`src/sst_pkg.sv`:
```
`default_nettype none
package sst_pkg;

  localparam int TIME_BITS_DEF   = 48;
  localparam int RANDOM_BITS_DEF = 16;

  localparam int LEVEL_BITS = 8;
  localparam int TICK_BITS  = 20;
  localparam int FLASH_BITS = 20;
  localparam int HALF_BITS  = 19;
  localparam int ADD_BITS   = 22;
  localparam int NUM_BITS   = 26;
  localparam int DEN_BITS   = 11;

  localparam logic [LEVEL_BITS-1:0] LVL_STROBE_MIN = 8'd16;
  localparam logic [LEVEL_BITS-1:0] LVL_RANDOM_MIN = 8'd129;
  localparam logic [LEVEL_BITS-1:0] LVL_OPEN_MIN   = 8'd240;

  localparam logic [DEN_BITS-1:0] PER_BASE = 11'd112;
  localparam logic [DEN_BITS-1:0] RND_BASE = 11'd110;

  localparam logic [NUM_BITS-1:0] PER_NUM = 26'd56000000;
  localparam logic [NUM_BITS-1:0] RND_NUM = 26'd55000000;

  localparam logic [FLASH_BITS-1:0] FLASH_RESET = 20'd50000;

  typedef enum logic [2:0] {
    ST_IDLE,
    ST_TICK,
    ST_DECIDE,
    ST_MUL,
    ST_UPD,
    ST_EMIT
  } state_t;

  typedef enum logic [1:0] {
    TOP_TICK,
    TOP_UPD_NT,
    TOP_UPD_RT
  } time_op_t;

  typedef struct packed {
    logic     start;
    time_op_t op;
  } time_ctl_t;

  typedef struct packed {
    logic busy;
    logic le;
  } time_sts_t;

endpackage
`default_nettype wire

```
`src/sst_time.sv`:
```
`default_nettype none
module sst_time #(
  parameter int TIME_BITS = sst_pkg::TIME_BITS_DEF
) (
  input  wire                             clk,
  input  wire                             rst_n,
  input  wire sst_pkg::time_ctl_t         time_ctl,
  input  wire [sst_pkg::TICK_BITS-1:0]    tick,
  input  wire [sst_pkg::ADD_BITS-1:0]     addend,
  output sst_pkg::time_sts_t              time_sts
);

  localparam int CW = $clog2(TIME_BITS);

  logic [TIME_BITS-1:0]          rt_r, rt_nxt;
  logic [TIME_BITS-1:0]          nt_r, nt_nxt;
  logic [sst_pkg::TICK_BITS-1:0] tick_r, tick_nxt;
  logic [sst_pkg::ADD_BITS-1:0]  add_r, add_nxt;
  logic                          carry_r, carry_nxt;
  logic                          le_r, le_nxt;
  logic                          busy_r, busy_nxt;
  logic [CW-1:0]                 cnt_r, cnt_nxt;
  sst_pkg::time_op_t             op_r, op_nxt;

  logic a_bit;
  logic b_bit;
  logic sum_bit;
  logic carry_c;

  always_ff @(posedge clk) begin
    if (!rst_n) begin
      rt_r    <= '0;
      nt_r    <= '0;
      busy_r  <= 1'b0;
      cnt_r   <= '0;
      op_r    <= sst_pkg::TOP_TICK;
      carry_r <= 1'b0;
      le_r    <= 1'b1;
    end else begin
      rt_r    <= rt_nxt;
      nt_r    <= nt_nxt;
      busy_r  <= busy_nxt;
      cnt_r   <= cnt_nxt;
      op_r    <= op_nxt;
      carry_r <= carry_nxt;
      le_r    <= le_nxt;
    end
  end

  always_ff @(posedge clk) begin
    tick_r <= tick_nxt;
    add_r  <= add_nxt;
  end

  always_comb begin
    unique case (op_r)
      sst_pkg::TOP_TICK: begin
        a_bit = rt_r[0];
        b_bit = tick_r[0];
      end
      sst_pkg::TOP_UPD_NT: begin
        a_bit = nt_r[0];
        b_bit = add_r[0];
      end
      sst_pkg::TOP_UPD_RT: begin
        a_bit = rt_r[0];
        b_bit = add_r[0];
      end
      default: begin
        a_bit = 1'b0;
        b_bit = 1'b0;
      end
    endcase
    sum_bit = a_bit ^ b_bit ^ carry_r;
    carry_c = (a_bit & b_bit) | (a_bit & carry_r) | (b_bit & carry_r);
  end

  always_comb begin
    rt_nxt    = rt_r;
    nt_nxt    = nt_r;
    tick_nxt  = tick_r;
    add_nxt   = add_r;
    carry_nxt = carry_r;
    le_nxt    = le_r;
    busy_nxt  = busy_r;
    cnt_nxt   = cnt_r;
    op_nxt    = op_r;
    if (time_ctl.start) begin
      tick_nxt  = tick;
      add_nxt   = addend;
      carry_nxt = 1'b0;
      le_nxt    = 1'b1;
      busy_nxt  = 1'b1;
      cnt_nxt   = CW'(TIME_BITS - 1);
      op_nxt    = time_ctl.op;
    end else if (busy_r) begin
      carry_nxt = carry_c;
      tick_nxt  = tick_r >> 1;
      add_nxt   = add_r >> 1;
      cnt_nxt   = cnt_r - 1'b1;
      if (cnt_r == '0) begin
        busy_nxt = 1'b0;
      end
      if (op_r == sst_pkg::TOP_TICK) begin
        rt_nxt = {sum_bit, rt_r[TIME_BITS-1:1]};
        nt_nxt = {nt_r[0], nt_r[TIME_BITS-1:1]};
        le_nxt = (~nt_r[0] & sum_bit) | (~(nt_r[0] ^ sum_bit) & le_r);
      end else begin
        rt_nxt = {rt_r[0], rt_r[TIME_BITS-1:1]};
        nt_nxt = {sum_bit, nt_r[TIME_BITS-1:1]};
      end
    end
  end

  assign time_sts.busy = busy_r;
  assign time_sts.le   = le_r;

endmodule
`default_nettype wire

```
`src/sst_div.sv`:
```
`default_nettype none
module sst_div (
  input  wire                            clk,
  input  wire                            rst_n,
  input  wire                            start,
  input  wire [sst_pkg::LEVEL_BITS-1:0]  level,
  output logic                           busy,
  output logic [sst_pkg::HALF_BITS-1:0]  half
);

  localparam int NB = sst_pkg::NUM_BITS;
  localparam int DB = sst_pkg::DEN_BITS;
  localparam int CW = $clog2(NB);

  logic [NB-1:0] q_r, q_nxt;
  logic [DB-1:0] rem_r, rem_nxt;
  logic [DB-1:0] den_r, den_nxt;
  logic [CW-1:0] cnt_r, cnt_nxt;
  logic          busy_r, busy_nxt;

  logic                          rnd_mode;
  logic [sst_pkg::LEVEL_BITS-1:0] offset;
  logic [6:0]                    off7;
  logic [DB-1:0]                 den_c;
  logic [DB:0]                   trial;
  logic [DB:0]                   diff;
  logic                          ge;

  always_ff @(posedge clk) begin
    if (!rst_n) begin
      busy_r <= 1'b0;
      cnt_r  <= '0;
    end else begin
      busy_r <= busy_nxt;
      cnt_r  <= cnt_nxt;
    end
  end

  always_ff @(posedge clk) begin
    q_r   <= q_nxt;
    rem_r <= rem_nxt;
    den_r <= den_nxt;
  end

  always_comb begin
    rnd_mode = level >= sst_pkg::LVL_RANDOM_MIN;
    offset   = level - (rnd_mode ? sst_pkg::LVL_RANDOM_MIN : sst_pkg::LVL_STROBE_MIN);
    off7     = offset[6:0];
    den_c    = DB'({off7, 3'b000}) + DB'(off7)
             + (rnd_mode ? sst_pkg::RND_BASE : sst_pkg::PER_BASE);
    trial    = {rem_r, q_r[NB-1]};
    ge       = trial >= {1'b0, den_r};
    diff     = trial - {1'b0, den_r};
  end

  always_comb begin
    q_nxt    = q_r;
    rem_nxt  = rem_r;
    den_nxt  = den_r;
    cnt_nxt  = cnt_r;
    busy_nxt = busy_r;
    if (start) begin
      q_nxt    = rnd_mode ? sst_pkg::RND_NUM : sst_pkg::PER_NUM;
      rem_nxt  = '0;
      den_nxt  = den_c;
      cnt_nxt  = CW'(NB - 1);
      busy_nxt = 1'b1;
    end else if (busy_r) begin
      q_nxt   = {q_r[NB-2:0], ge};
      rem_nxt = ge ? diff[DB-1:0] : trial[DB-1:0];
      cnt_nxt = cnt_r - 1'b1;
      if (cnt_r == '0) begin
        busy_nxt = 1'b0;
      end
    end
  end

  assign busy = busy_r;
  assign half = q_r[sst_pkg::HALF_BITS-1:0];

endmodule
`default_nettype wire

```
`src/sst_mul.sv`:
```
`default_nettype none
module sst_mul #(
  parameter int RANDOM_BITS = sst_pkg::RANDOM_BITS_DEF
) (
  input  wire                            clk,
  input  wire                            rst_n,
  input  wire                            start,
  input  wire [sst_pkg::HALF_BITS-1:0]   half,
  input  wire [RANDOM_BITS-1:0]          rnd,
  output logic                           busy,
  output logic [sst_pkg::ADD_BITS-1:0]   gap
);

  localparam int AB = sst_pkg::ADD_BITS;
  localparam int CW = $clog2(RANDOM_BITS);

  logic [AB-1:0]                 acc_r, acc_nxt;
  logic [AB-1:0]                 m5_r, m5_nxt;
  logic [sst_pkg::HALF_BITS-1:0] hp_r, hp_nxt;
  logic [RANDOM_BITS-1:0]        mq_r, mq_nxt;
  logic [CW-1:0]                 cnt_r, cnt_nxt;
  logic                          busy_r, busy_nxt;

  logic [AB:0] sum;

  always_ff @(posedge clk) begin
    if (!rst_n) begin
      busy_r <= 1'b0;
      cnt_r  <= '0;
    end else begin
      busy_r <= busy_nxt;
      cnt_r  <= cnt_nxt;
    end
  end

  always_ff @(posedge clk) begin
    acc_r <= acc_nxt;
    m5_r  <= m5_nxt;
    hp_r  <= hp_nxt;
    mq_r  <= mq_nxt;
  end

  assign sum = {1'b0, acc_r} + {1'b0, (mq_r[0] ? m5_r : '0)};

  always_comb begin
    acc_nxt  = acc_r;
    m5_nxt   = m5_r;
    hp_nxt   = hp_r;
    mq_nxt   = mq_r;
    cnt_nxt  = cnt_r;
    busy_nxt = busy_r;
    if (start) begin
      acc_nxt  = '0;
      m5_nxt   = AB'({half, 2'b00}) + AB'(half);
      hp_nxt   = half;
      mq_nxt   = rnd;
      cnt_nxt  = CW'(RANDOM_BITS - 1);
      busy_nxt = 1'b1;
    end else if (busy_r) begin
      acc_nxt = sum[AB:1];
      mq_nxt  = {sum[0], mq_r[RANDOM_BITS-1:1]};
      cnt_nxt = cnt_r - 1'b1;
      if (cnt_r == '0) begin
        busy_nxt = 1'b0;
      end
    end
  end

  assign busy = busy_r;
  assign gap  = acc_r + AB'(hp_r);

endmodule
`default_nettype wire

```
`src/strobe_shutter_timer_unit.sv`:
```
`default_nettype none
// Strobe shutter timer. A level write (in_command = 1) is taken without leaving idle and
// gives no result. A tick (in_command = 0) gives one shutter_open result and
// keeps in_stall high through a pass over the running clock, a second pass when
// a deadline is rescheduled (after the gap multiplication when a random-flash
// gap is scaled). The running clock and the next deadline are held as TIME_BITS
// shift registers and go through a one-bit serial adder and comparator, one full
// pass per tick plus one per rescheduling; the half period comes from a 26-step
// restoring divider that overlaps the first pass, and the gap scaling from a
// RANDOM_BITS-step shift-add multiplier. A finished result waits in the output
// register while the next transaction is taken.
module strobe_shutter_timer_unit #(
  parameter int TIME_BITS   = sst_pkg::TIME_BITS_DEF,
  parameter int RANDOM_BITS = sst_pkg::RANDOM_BITS_DEF
) (
  input  wire                             clk,
  input  wire                             rst_n,
  input  wire                             in_valid,
  output logic                            in_stall,
  input  wire                             in_command,
  input  wire [sst_pkg::LEVEL_BITS-1:0]   in_strobe_level,
  input  wire [sst_pkg::TICK_BITS-1:0]    in_tick_us,
  input  wire [RANDOM_BITS-1:0]           in_random_value,
  output logic                            out_valid,
  input  wire                             out_stall,
  output logic                            out_shutter_open,
  input  wire                             cfg_valid,
  output logic                            cfg_ready,
  input  wire [sst_pkg::FLASH_BITS-1:0]   cfg_flash_open_us
);

  localparam int AB = sst_pkg::ADD_BITS;

  sst_pkg::state_t               state_r, state_nxt;
  logic [sst_pkg::LEVEL_BITS-1:0] level_r, level_nxt;
  logic                          changed_r, changed_nxt;
  logic                          armed_r, armed_nxt;
  logic                          shut_r, shut_nxt;
  logic [sst_pkg::FLASH_BITS-1:0] flash_r;
  logic [RANDOM_BITS-1:0]        rnd_r, rnd_nxt;
  logic                          out_valid_r, out_valid_nxt;
  logic                          out_shut_r, out_shut_nxt;

  sst_pkg::time_ctl_t            time_ctl;
  sst_pkg::time_sts_t            time_sts;
  logic [AB-1:0]                 addend;
  logic                          div_start;
  logic                          div_busy;
  logic [sst_pkg::HALF_BITS-1:0] half;
  logic                          mul_start;
  logic                          mul_busy;
  logic [AB-1:0]                 gap;
  logic                          in_accept;

  sst_time #(
    .TIME_BITS (TIME_BITS)
  ) u_time (
    .clk      (clk),
    .rst_n    (rst_n),
    .time_ctl (time_ctl),
    .tick     (in_tick_us),
    .addend   (addend),
    .time_sts (time_sts)
  );

  sst_div u_div (
    .clk   (clk),
    .rst_n (rst_n),
    .start (div_start),
    .level (level_r),
    .busy  (div_busy),
    .half  (half)
  );

  sst_mul #(
    .RANDOM_BITS (RANDOM_BITS)
  ) u_mul (
    .clk   (clk),
    .rst_n (rst_n),
    .start (mul_start),
    .half  (half),
    .rnd   (rnd_r),
    .busy  (mul_busy),
    .gap   (gap)
  );

  assign in_stall         = (state_r != sst_pkg::ST_IDLE);
  assign in_accept        = in_valid & ~in_stall;
  assign cfg_ready        = 1'b1;
  assign out_valid        = out_valid_r;
  assign out_shutter_open = out_shut_r;

  always_ff @(posedge clk) begin
    if (!rst_n) begin
      state_r     <= sst_pkg::ST_IDLE;
      level_r     <= '0;
      changed_r   <= 1'b0;
      armed_r     <= 1'b0;
      shut_r      <= 1'b0;
      flash_r     <= sst_pkg::FLASH_RESET;
      out_valid_r <= 1'b0;
    end else begin
      state_r     <= state_nxt;
      level_r     <= level_nxt;
      changed_r   <= changed_nxt;
      armed_r     <= armed_nxt;
      shut_r      <= shut_nxt;
      out_valid_r <= out_valid_nxt;
      if (cfg_valid && cfg_ready) begin
        flash_r <= cfg_flash_open_us;
      end
    end
  end

  always_ff @(posedge clk) begin
    rnd_r      <= rnd_nxt;
    out_shut_r <= out_shut_nxt;
  end

  always_comb begin
    logic l_closed;
    logic l_open;
    logic rnd_mode;
    logic upd;
    logic use_rt;
    logic use_flash;
    logic use_gap;

    l_closed  = level_r < sst_pkg::LVL_STROBE_MIN;
    l_open    = level_r >= sst_pkg::LVL_OPEN_MIN;
    rnd_mode  = level_r >= sst_pkg::LVL_RANDOM_MIN;
    upd       = 1'b0;
    use_rt    = 1'b0;
    use_flash = 1'b0;
    use_gap   = 1'b0;

    state_nxt     = state_r;
    level_nxt     = level_r;
    changed_nxt   = changed_r;
    armed_nxt     = armed_r;
    shut_nxt      = shut_r;
    rnd_nxt       = rnd_r;
    out_valid_nxt = out_valid_r;
    out_shut_nxt  = out_shut_r;
    time_ctl.start = 1'b0;
    time_ctl.op    = sst_pkg::TOP_TICK;
    addend        = '0;
    div_start     = 1'b0;
    mul_start     = 1'b0;

    if (out_valid_r && !out_stall) begin
      out_valid_nxt = 1'b0;
    end

    unique case (state_r)
      sst_pkg::ST_IDLE: begin
        if (in_accept) begin
          if (in_command) begin
            level_nxt   = in_strobe_level;
            changed_nxt = 1'b1;
          end else begin
            rnd_nxt        = in_random_value;
            time_ctl.start = 1'b1;
            time_ctl.op    = sst_pkg::TOP_TICK;
            div_start      = 1'b1;
            state_nxt      = sst_pkg::ST_TICK;
          end
        end
      end
      sst_pkg::ST_TICK: begin
        if (!time_sts.busy && !div_busy) begin
          state_nxt = sst_pkg::ST_DECIDE;
        end
      end
      sst_pkg::ST_DECIDE: begin
        changed_nxt = 1'b0;
        state_nxt   = sst_pkg::ST_EMIT;
        priority if (l_closed) begin
          shut_nxt  = 1'b0;
          armed_nxt = 1'b0;
        end else if (l_open) begin
          shut_nxt  = 1'b1;
          armed_nxt = 1'b0;
        end else begin
          if (armed_r) begin
            if (time_sts.le) begin
              shut_nxt = ~shut_r;
              upd      = 1'b1;
              if (rnd_mode && !shut_r) begin
                use_rt    = 1'b1;
                use_flash = 1'b1;
              end else if (rnd_mode) begin
                use_gap = 1'b1;
              end
            end
          end else begin
            shut_nxt  = 1'b0;
            armed_nxt = 1'b1;
            upd       = 1'b1;
            use_rt    = 1'b1;
          end
          if (changed_r) begin
            upd       = 1'b1;
            use_rt    = 1'b1;
            use_flash = 1'b0;
            use_gap   = 1'b0;
          end
        end
        if (upd) begin
          if (use_gap) begin
            mul_start = 1'b1;
            state_nxt = sst_pkg::ST_MUL;
          end else begin
            time_ctl.start = 1'b1;
            time_ctl.op    = use_rt ? sst_pkg::TOP_UPD_RT : sst_pkg::TOP_UPD_NT;
            addend         = use_flash ? AB'(flash_r) : AB'(half);
            state_nxt      = sst_pkg::ST_UPD;
          end
        end
      end
      sst_pkg::ST_MUL: begin
        if (!mul_busy) begin
          time_ctl.start = 1'b1;
          time_ctl.op    = sst_pkg::TOP_UPD_NT;
          addend         = gap;
          state_nxt      = sst_pkg::ST_UPD;
        end
      end
      sst_pkg::ST_UPD: begin
        if (!time_sts.busy) begin
          state_nxt = sst_pkg::ST_EMIT;
        end
      end
      sst_pkg::ST_EMIT: begin
        if (!out_valid_r || !out_stall) begin
          out_valid_nxt = 1'b1;
          out_shut_nxt  = shut_r;
          state_nxt     = sst_pkg::ST_IDLE;
        end
      end
      default: begin
        state_nxt = sst_pkg::ST_IDLE;
      end
    endcase
  end

endmodule
`default_nettype wire

```
`config.mk`:
```
export PLATFORM = sky130hd
export DESIGN_NAME = strobe_shutter_timer_unit
export DESIGN_NICKNAME = d
export VERILOG_FILES = /design/src/sst_pkg.sv /design/src/sst_time.sv /design/src/sst_div.sv /design/src/sst_mul.sv /design/src/strobe_shutter_timer_unit.sv
export SDC_FILE = /design/constraint.sdc
export NUM_CORES = 1
export LEC_CHECK = 0
export BUFFER_PORTS_ARGS = -buffer_cell sky130_fd_sc_hd__buf_2
export CAP_MARGIN = 40
export CORE_MARGIN = 4
export CORE_UTILIZATION = 62
export CTS_CLUSTER_SIZE = 40
export DETAILED_ROUTE_END_ITERATION = 7
export HOLD_SLACK_MARGIN = 0.03
export PLACE_DENSITY_LB_ADDON = 0.25
export SKIP_LAST_GASP = 1
export SYNTH_ARGS = -nofsm -noshare
export SYNTH_HDL_FRONTEND = slang
export SYNTH_HIERARCHICAL = 1
export SYNTH_SLANG_ARGS = --single-unit
export TNS_END_PERCENT = 1
```
`constraint.sdc`:
```
create_clock -name clk -period 7.6 [get_ports clk]
set_input_delay 0.38 -clock clk [delete_from_list [all_inputs] [get_ports clk]]
set_output_delay 0.38 -clock clk [all_outputs]
set_load 0.01 [all_outputs]
```
==> results.py, run 1 <==
metrics = {
    "outcome": {
        "run_status": "complete, no violations",
    },
    "clock_network": {
        "htree_levels": 2,
        "clkTransAtPathRegs_ps": 60,
        "cts_tree": "yes",
        "clk_latency_ps": 520,
        "post_cts.repair.setup_buffers": 0,
        "cts_root_buf": "clkbuf_16",
        "cts_buffers": 35,
        "cts.sinks": 337,
        "clockBufferDepth": 3,
    },
    "run": {
        "maxCapViolCount": 0,
    },
    "grt": {
        "antenna_found_initial": 0,
        "grt_pass1_wl_um": 59600,
        "grt_use_total": 0.227,
        "overflow": 0,
        "grt_pass1_vias": 12300,
        "grt_max_degree": 95,
    },
    "setup_path": {
        "cp.buffers_inverters": 2,
        "critical_path.max_stage_delay_ps": 790,
        "path_class": "flop to flop",
        "path_max_fanout": 94,
        "cp.required_ps": 8040,
        "slowest_stage": "nor3_4",
        "cp-start-kind": "flop",
        "crit_chain": "or3b_4 > nor3_4 > and3_1 > or3_2 > buf_4 > nand2b_2 > buf_4 > nand2_1 > a21boi_0",
        "end_kind": "flop",
        "worst_path_most_repeated_cell": "buf_4",
        "worstPathArrival_ps": 4750,
        "cpLargestDelayFamily": "simple AND/OR/NAND/NOR gates",
        "timing.rr.start": "state_r[1]$_SDFFE_PN0P_",
        "cp-startpoint": "state_r[1]$_SDFFE_PN0P_",
    },
    "cells_and_area": {
        "final_cell_mix": "259 x nand2_1, 186 x dfxtp_1, 151 x edfxtp_1, 99 x a21boi_0, 91 x ha_1",
        "seqCellArea_um2": 8260,
        "drive_gt1_frac": 0.134,
        "nets": 1927,
        "num_antenna_cells": 0,
        "layout_commonest_cell": "nand2_1",
        "syn_to_final_growth_pct": 9.06,
        "multi_input_area_um2": 8710,
        "fillCellCount": 2057,
    },
    "min_path": {
        "hold_path.class": "primary input to flop",
        "hp-start": "in_random_value[12]",
    },
    "sta": {
        "hold_viol": 0,
        "final_max_slew_viol_count": 0,
        "period_share": 0.567,
        "fmax_mhz": 232,
        "worst_pin_slew_ps": 1000,
        "skew_ps": 22.7,
        "fin_crit_ps": 4310,
        "finalSetupTns_ps": 0,
        "fin_hold_ws_ps": 47.7,
        "slew_headroom": 0.333,
        "setup_viol": 0,
        "rsz0062_at_grt": "no",
    },
    "pwr": {
        "power_uw": 5380,
        "ir_drop_uv": 160,
        "p_leak_uw": 0.00745,
        "pwr_density_cell_nw_per_um2": 277,
    },
    "synthesis": {
        "ys_seq_elements": 337,
        "synth_top_cell_by_area": "edfxtp_1",
        "ys.flop_type": "dfxtp_1",
        "syn_inst": 1745,
        "yosysTopAreaCellShare": 0.255,
        "synth_edf_count": 151,
        "synth_cell_types": 94,
        "synth_nets": 1913,
        "yosys-top-cells-area": "edfxtp_1 26%, dfxtp_1 21%, ha_1 6.4%, nand2_1 5.5%, a21boi_0 4.2%",
        "ys_seq_area_frac": 0.465,
        "yosys_warnings": 6,
        "async_flop_share": 0,
        "avgSynthCellArea_um2": 10.2,
        "netlist_area_um2": 17800,
    },
    "floorplan": {
        "dieArea_um2": 31400,
        "initial_core_util": 0.634,
        "fp.coreArea_um2": 28000,
        "die_h_um": 177,
        "die_w_um": 177,
        "io_pins": 74,
        "num_rows": 61,
    },
    "detailed_routing": {
        "via_per_inst": 5.90,
        "antenna_left": 0,
        "totalWireLength_um": 36200,
        "vias": 12800,
        "dr.pass1.iters": 6,
        "drtIter0Drc": 984,
        "drcViolationCount": 0,
        "wire_per_inst_um": 16.7,
    },
    "placement": {
        "place_hpwl_um": 24200,
        "gp_congestion": 0.836,
        "io_buffers": 72,
    },
}
-- registers in the layout, summed over array words and instances (netlist names), 2 cells and up --
| signal | cells |
|---|---|
| u_div/den_r | 11 |
| u_time/op_r | 2 |
| u_time/nt_r | 48 |
| state_r | 3 |
| u_mul/hp_r | 17 |
| u_time/cnt_r | 6 |
| u_mul/m5_r | 22 |
| flash_r | 20 |
| u_time/rt_r | 48 |
| u_div/rem_r | 11 |
| u_mul/mq_r | 16 |
| rnd_r | 16 |
| u_time/tick_r | 20 |
| u_div/q_r | 26 |
| u_mul/cnt_r | 4 |
| u_time/add_r | 22 |
| u_div/cnt_r | 5 |
| u_mul/acc_r | 22 |
| level_r | 8 |
-- worst register-to-register path, delay by kind of cell, from the launching register on --
kind	cells	cell delay [ps]
buf+inv	2	1230
flops	1	620
simple gates	6	2190
compound gates	1	200
-- what timing repair did --
action	4_1_cts	5_1_grt
hold endpoints to repair	6	2
gates resized for setup	0	0
hold buffers	6	2
-- per-layer routing --
layer / routed length [µm] / vias up / track usage
li1: - / 6272 / -
met1: 15900 / 6099 / 0.309
met5: 0 / - / 0
met4: 764 / 0 / 0.0564
met2: 17700 / 324 / 0.384
met3: 1930 / 71 / 0.0366
-- final cells by class --
type / instances / share of cell area
sequential: 337 / 0.426
multi-input combinational: 1232 / 0.449
tap: 378 / 0.0244
clock buffer: 46 / 0.0489
inverter: 61 / 0.0118
timing repair buffer: 92 / 0.0309
clock inverter: 18 / 0.00839
-- cell usage after synthesis, types with 7 or more instances --
| cell type | n |
|---|---|
| a31oi_1 | 8 |
| nand2_1 | 259 |
| a211oi_1 | 13 |
| and3_1 | 8 |
| inv_1 | 61 |
| a21oi_1 | 74 |
| mux2_2 | 56 |
| o21bai_1 | 8 |
| o21a_1 | 30 |
| fa_1 | 7 |
| o21ai_0 | 59 |
| mux2i_1 | 47 |
| clkbuf_1 | 56 |
| edfxtp_1 | 151 |
| nor2_1 | 70 |
| buf_4 | 27 |
| nor2b_1 | 51 |
| a32oi_1 | 39 |
| buf_2 | 21 |
| nor3_1 | 9 |
| nand4_1 | 9 |
| nand3_1 | 11 |
| xor2_1 | 32 |
| nand2b_1 | 15 |
| dfxtp_1 | 186 |
| xnor2_1 | 45 |
| or2_2 | 11 |
| a21boi_0 | 99 |
| a21o_1 | 30 |
| and2_1 | 27 |
| ha_1 | 91 |
-- through the flow --
step,setup WS (ps),util,std cells,instance area [µm²]
final,3290,0.692,2164,19400
after global routing,2950,0.692,2164,19400
after CTS,3330,0.691,2162,19400
after detailed placement,3310,0.649,2092,18200
after global placement,3410,0.646,2088,18100
after floorplan,2180,-,1745,17800
-- worst paths after layout --
check | end | slack, ps | depth (start not counted)
max reg2reg | u_time/rt_r[35]$_SDFFE_PN0P_ | 3290 | 9
min | rnd_r[12]$_DFFE_PP_ | 50 | 1
max | u_time/rt_r[35]$_SDFFE_PN0P_ | 3290 | 9
min reg2reg | u_time/nt_r[25]$_SDFFE_PN0P_ | 450 | 2
-- cell families after synthesis --
| kind of cell | count (synthesis) | share of synthesized area |
|---|---|---|
| compound gates | 437 | 0.176 |
| xor+xnor | 77 | 0.0380 |
| fa+ha+maj | 98 | 0.0720 |
| buf+inv | 176 | 0.0473 |
| flops | 337 | 0.465 |
| mux | 103 | 0.0620 |
| other cells | 1 | 0.000211 |
| simple gates | 516 | 0.140 |
-- power by group --
group | internal [µW] | switching [µW] | leakage (µW)
registers | 2190 | 149 | 0.00291
logic | 604 | 775 | 0.00399
clock network | 956 | 701 | 0.000539
total | 3750 | 1630 | 0.00745
Note: power is estimated with default switching activity, not from simulation.
==> inputs of run 2 (changes only) <==
Clock period 7.6 ns to 4.5 ns, I/O delays scaled along.
==> results.py, run 2 (same netlist as run 1, synthesis figures left out) <==
metrics = {
    "grt": {
        "grt_max_degree": 100,
        "overflow": 0,
        "grt_pass1_vias": 12900,
        "antenna_found_initial": 3,
        "grt_pass1_wl_um": 63400,
        "grt_use_total": 0.244,
    },
    "detailed_routing": {
        "dr.pass1.iters": 6,
        "drtIter0Drc": 1043,
        "via_per_inst": 5.95,
        "antenna_left": 0,
        "totalWireLength_um": 39000,
        "drcViolationCount": 0,
        "wire_per_inst_um": 17.5,
        "vias": 13300,
    },
    "setup_path": {
        "crit_chain": "nor2_1 > nand2_1 > o41a_1 > ha_1 > ha_1 > nand2_1 > xor2_1 > fa_1 > ha_1 > a21oi_1 > nor2b_1 > nor4_1 > or4_1 > xor2_1",
        "path_max_fanout": 8,
        "worstPathArrival_ps": 4300,
        "end_kind": "flop",
        "path_class": "flop to flop",
        "worst_path_most_repeated_cell": "ha_1",
        "cp-start-kind": "flop",
        "critical_path.max_stage_delay_ps": 520,
        "cp.required_ps": 4760,
        "slowest_stage": "or4_1",
    },
    "cells_and_area": {
        "fillCellCount": 2054,
        "multi_input_area_um2": 8720,
        "layout_commonest_cell": "nand2_1",
        "final_cell_mix": "259 x nand2_1, 186 x dfxtp_1, 151 x edfxtp_1, 99 x a21boi_0, 91 x ha_1",
        "nets": 1992,
        "top_regs": "u_time/nt_r (48), u_time/rt_r (48), u_div/q_r (26)",
        "syn_to_final_growth_pct": 13.0,
        "seqCellArea_um2": 8260,
        "drive_gt1_frac": 0.140,
    },
    "floorplan": {
        "fp.coreArea_um2": 28000,
        "die_w_um": 177,
        "initial_core_util": 0.634,
        "dieArea_um2": 31400,
        "io_pins": 74,
        "die_h_um": 177,
        "num_rows": 61,
    },
    "min_path": {
        "hold_path.class": "primary input to flop",
    },
    "pwr": {
        "p_leak_uw": 0.00778,
        "pwr_density_cell_nw_per_um2": 464,
        "ir_drop_uv": 291,
    },
    "sta": {
        "period_share": 0.898,
        "hold_viol": 0,
        "skew_ps": 16.0,
        "final_max_slew_viol_count": 0,
        "rsz0062_at_grt": "no",
        "finalSetupTns_ps": 0,
        "slew_headroom": 0.407,
        "fin_ws_ps": 460,
        "fmax_mhz": 248,
        "worst_pin_slew_ps": 887,
        "setup_viol": 0,
        "fin_crit_ps": 4040,
    },
    "clock_network": {
        "cts.sinks": 337,
        "clkTransAtPathRegs_ps": 60,
        "post_cts.repair.setup_buffers": 0,
        "clk_latency_ps": 530,
        "cts_tree": "yes",
        "cts_root_buf": "clkbuf_16",
        "cts_resized": 0,
        "clockBufferDepth": 3,
        "htree_levels": 2,
        "cts_buffers": 36,
    },
    "run": {
        "maxCapViolCount": 0,
    },
    "placement": {
        "gp_congestion": 0.817,
        "io_buffers": 72,
        "pre_cts_ws_ps": 538,
        "place_hpwl_um": 25100,
    },
    "outcome": {
        "run_status": "complete, no violations",
    },
}
run 2: path summary, 6_finish.rpt:
kind / slack [ps] / cells after the start / start / to
setup / recovery: 460 / 14 / level_r[2]$_SDFFE_PN0P_ / u_div/den_r[9]$_DFFE_PP_
hold / removal: 40 / 3 / cfg_flash_open_us[18] / flash_r[18]$_SDFFE_PN0P_
setup reg to reg: 460 / 14 / level_r[2]$_SDFFE_PN0P_ / u_div/den_r[9]$_DFFE_PP_
hold reg to reg: 450 / 2 / u_time/rt_r[24]$_SDFFE_PN0P_ / u_time/rt_r[23]$_SDFFE_PN0P_
run 2: final cells by class:
class,count,share of cell area
multi-input cells,1232,0.434
flip-flops and latches,337,0.411
repair buffers,156,0.0605
clock buffers,47,0.0499
well taps,378,0.0235
inverters,61,0.0114
clock inverters,19,0.00922
diodes,3,0.000374
run 2: power breakdown:
part | internal, µW | switching [µW] | leakage, µW
logic | 1060 | 1360 | 0.00427
registers | 3700 | 253 | 0.00291
clock network | 1710 | 1230 | 0.000594
run 2: stage by stage:
stage | std cells | util | cell area [µm²] | power, µW | hold WS, ps
after detailed placement | 2101 | 0.652 | 18300 | 6330 | 403
after floorplan | 1745 | - | 17800 | 5830 | 324
after global placement | 2098 | 0.650 | 18200 | 6190 | 401
final | 2233 | 0.717 | 20100 | 9310 | 44.7
after global routing | 2233 | 0.717 | 20100 | 9790 | 41.3
after CTS | 2230 | 0.717 | 20100 | 9330 | 31.3
run 2: worst max-delay path: cells and delay by family, from the launching register on:
family	cells	cell delay (ps)
compound gates	2	570
xor+xnor	2	410
fa+ha+maj	4	1310
flops	1	360
simple gates	6	1140
run 2: what timing repair did:
item	4_1_cts	5_1_grt
endpoints found under the hold margin	63	0
endpoints found under the setup margin	0	0
hold buffers	63	0
run 2: metal layers:
metal | global-route usage | wire, µm | vias to the layer above
met5 | 0 | 0 | -
met4 | 0.0857 | 1120 | 0
li1 | - | - | 6398
met2 | 0.416 | 19000 | 417
met3 | 0.0317 | 1980 | 91
met1 | 0.322 | 16900 | 6386
==> inputs of run 3 (changes only) <==
Settings changed: CORE_UTILIZATION 62 to 60.
==> results.py, run 3 (same netlist as run 1, synthesis figures left out) <==
metrics = {
    "outcome": {
        "run_status": "complete, no violations",
    },
    "floorplan": {
        "num_rows": 62,
        "initial_core_util": 0.614,
        "die_w_um": 180,
        "dieArea_um2": 32400,
        "die_h_um": 180,
        "io_pins": 74,
        "fp.coreArea_um2": 28900,
    },
    "cells_and_area": {
        "syn_to_final_growth_pct": 12.9,
        "layout.cells.non_filler": 2234,
        "drive_gt1_frac": 0.138,
        "seqCellArea_um2": 8260,
        "fillCellCount": 2122,
        "fin_util": 0.693,
        "top_regs": "u_time/nt_r (48), u_time/rt_r (48), u_div/q_r (26)",
        "multi_input_area_um2": 8720,
        "nets": 1992,
        "num_antenna_cells": 0,
        "layout_commonest_cell": "nand2_1",
        "final_cell_mix": "259 x nand2_1, 186 x dfxtp_1, 151 x edfxtp_1, 99 x a21boi_0, 91 x ha_1",
    },
    "setup_path": {
        "timing.rr.start": "level_r[2]$_SDFFE_PN0P_",
        "worstPathArrival_ps": 4250,
        "cp-start-kind": "flop",
        "cp.required_ps": 4760,
        "worst_r2r_endpoint": "u_div/den_r[9]$_DFFE_PP_",
        "path_class": "flop to flop",
        "end_kind": "flop",
        "r2r_slack_ps": 510,
        "path_max_fanout": 8,
        "r2r_cells": 14,
    },
    "clock_network": {
        "clockBufferDepth": 3,
        "cts.sinks": 337,
        "cts_tree": "yes",
        "htree_levels": 2,
        "clk_latency_ps": 530,
        "clkTransAtPathRegs_ps": 70,
        "cts_buffers": 37,
        "cts_root_buf": "clkbuf_16",
        "post_cts.repair.setup_buffers": 0,
    },
    "sta": {
        "finalSetupTns_ps": 0,
        "fmax_mhz": 250,
        "skew_ps": 12.3,
        "setup_viol": 0,
        "worst_pin_slew_ps": 879,
        "period_share": 0.887,
        "hold_viol": 0,
        "rsz0062_at_grt": "no",
        "slew_headroom": 0.412,
        "fin_crit_ps": 3990,
        "final_max_slew_viol_count": 0,
        "fin_ws_ps": 507,
    },
    "pwr": {
        "ir_drop_uv": 368,
        "pwr_density_cell_nw_per_um2": 461,
        "p_leak_uw": 0.00776,
    },
    "detailed_routing": {
        "antenna_left": 0,
        "totalWireLength_um": 37700,
        "vias": 13100,
        "dr.pass1.iters": 6,
        "drtIter0Drc": 1002,
        "via_per_inst": 5.86,
        "wire_per_inst_um": 16.9,
        "drcViolationCount": 0,
    },
    "grt": {
        "overflow": 0,
        "grt_use_total": 0.225,
        "grt_pass1_vias": 12900,
        "grt_max_degree": 99,
        "antenna_found_initial": 0,
        "grt_pass1_wl_um": 62600,
    },
    "placement": {
        "dp_cells": 2105,
        "place_hpwl_um": 24400,
        "pre_cts_ws_ps": 512,
        "gp_congestion": 0.866,
        "io_buffers": 72,
    },
    "min_path": {
        "hold_path.class": "primary input to flop",
        "hold_depth": 3,
        "hold_end": "flash_r[16]$_SDFFE_PN0P_",
        "hp-start": "cfg_flash_open_us[16]",
    },
    "run": {
        "maxCapViolCount": 0,
    },
}
==> run 3: what timing repair did <==
action | CTS | global route
hold endpoints to repair | 64 | 0
hold buffers | 64 | 0
resized for setup | 0 | 0
==> run 3: power by group <==
part / leakage (µW) / internal (µW) / switching, µW
sequential: 0.00291 / 3700 / 240
combinational: 0.00427 / 1060 / 1340
clock: 0.000581 / 1670 / 1240
==> run 3: worst max-delay path by stage <==
stage / startpoint / to / slack [ps] / depth (start not counted)
3_3_place_gp: level_r[2]$_SDFFE_PN0P_ / u_div/den_r[9]$_DFFE_PP_ / 680 / 14
3_5_place_dp: level_r[2]$_SDFFE_PN0P_ / u_div/den_r[9]$_DFFE_PP_ / 510 / 14
2_1_floorplan: level_r[7]$_SDFFE_PN0P_ / u_mul/mq_r[0]$_DFFE_PP_ / 430 / 10
5_1_grt: level_r[4]$_SDFFE_PN0P_ / u_div/den_r[8]$_DFFE_PP_ / 290 / 17
4_1_cts: level_r[2]$_SDFFE_PN0P_ / u_div/den_r[9]$_DFFE_PP_ / 490 / 14
6_report: level_r[2]$_SDFFE_PN0P_ / u_div/den_r[9]$_DFFE_PP_ / 510 / 14
==> run 3: metrics by stage <==
step	area, µm²	hold WS [ps]	total power, µW
finish	20100	45.6	9250
global route	20100	65.3	9770
CTS	20100	34.4	9290
detailed placement	18300	403	6320
global placement	18200	401	6200
floorplan	17800	324	5830
==> run 3: layout make-up <==
cell class / count / area share
tap: 384 / 0.0239
inverter: 61 / 0.0114
timing repair buffer: 155 / 0.0604
sequential: 337 / 0.412
clock inverter: 19 / 0.00792
clock buffer: 46 / 0.0504
multi-input combinational: 1232 / 0.434
==> run 3: per-layer routing <==
metal,up-vias,global-route usage,share of wire
met4,0,0.0711,0.025
met5,-,0,0
met3,82,0.0369,0.052
met2,371,0.383,0.49
met1,6251,0.296,0.43
li1,6387,-,-
==> run 3: critical path: stages (launching register included) <==
cell and delay (ps):
dfxtp_1 350, nor2_1 160, nand2_1 70, o41a_1 450, ha_1 250, ha_1 210
nand2_1 110, xor2_1 270, fa_1 470, ha_1 350, a21oi_1 110, nor2b_1 190
nor4_1 60, or4_1 510, xor2_1 150
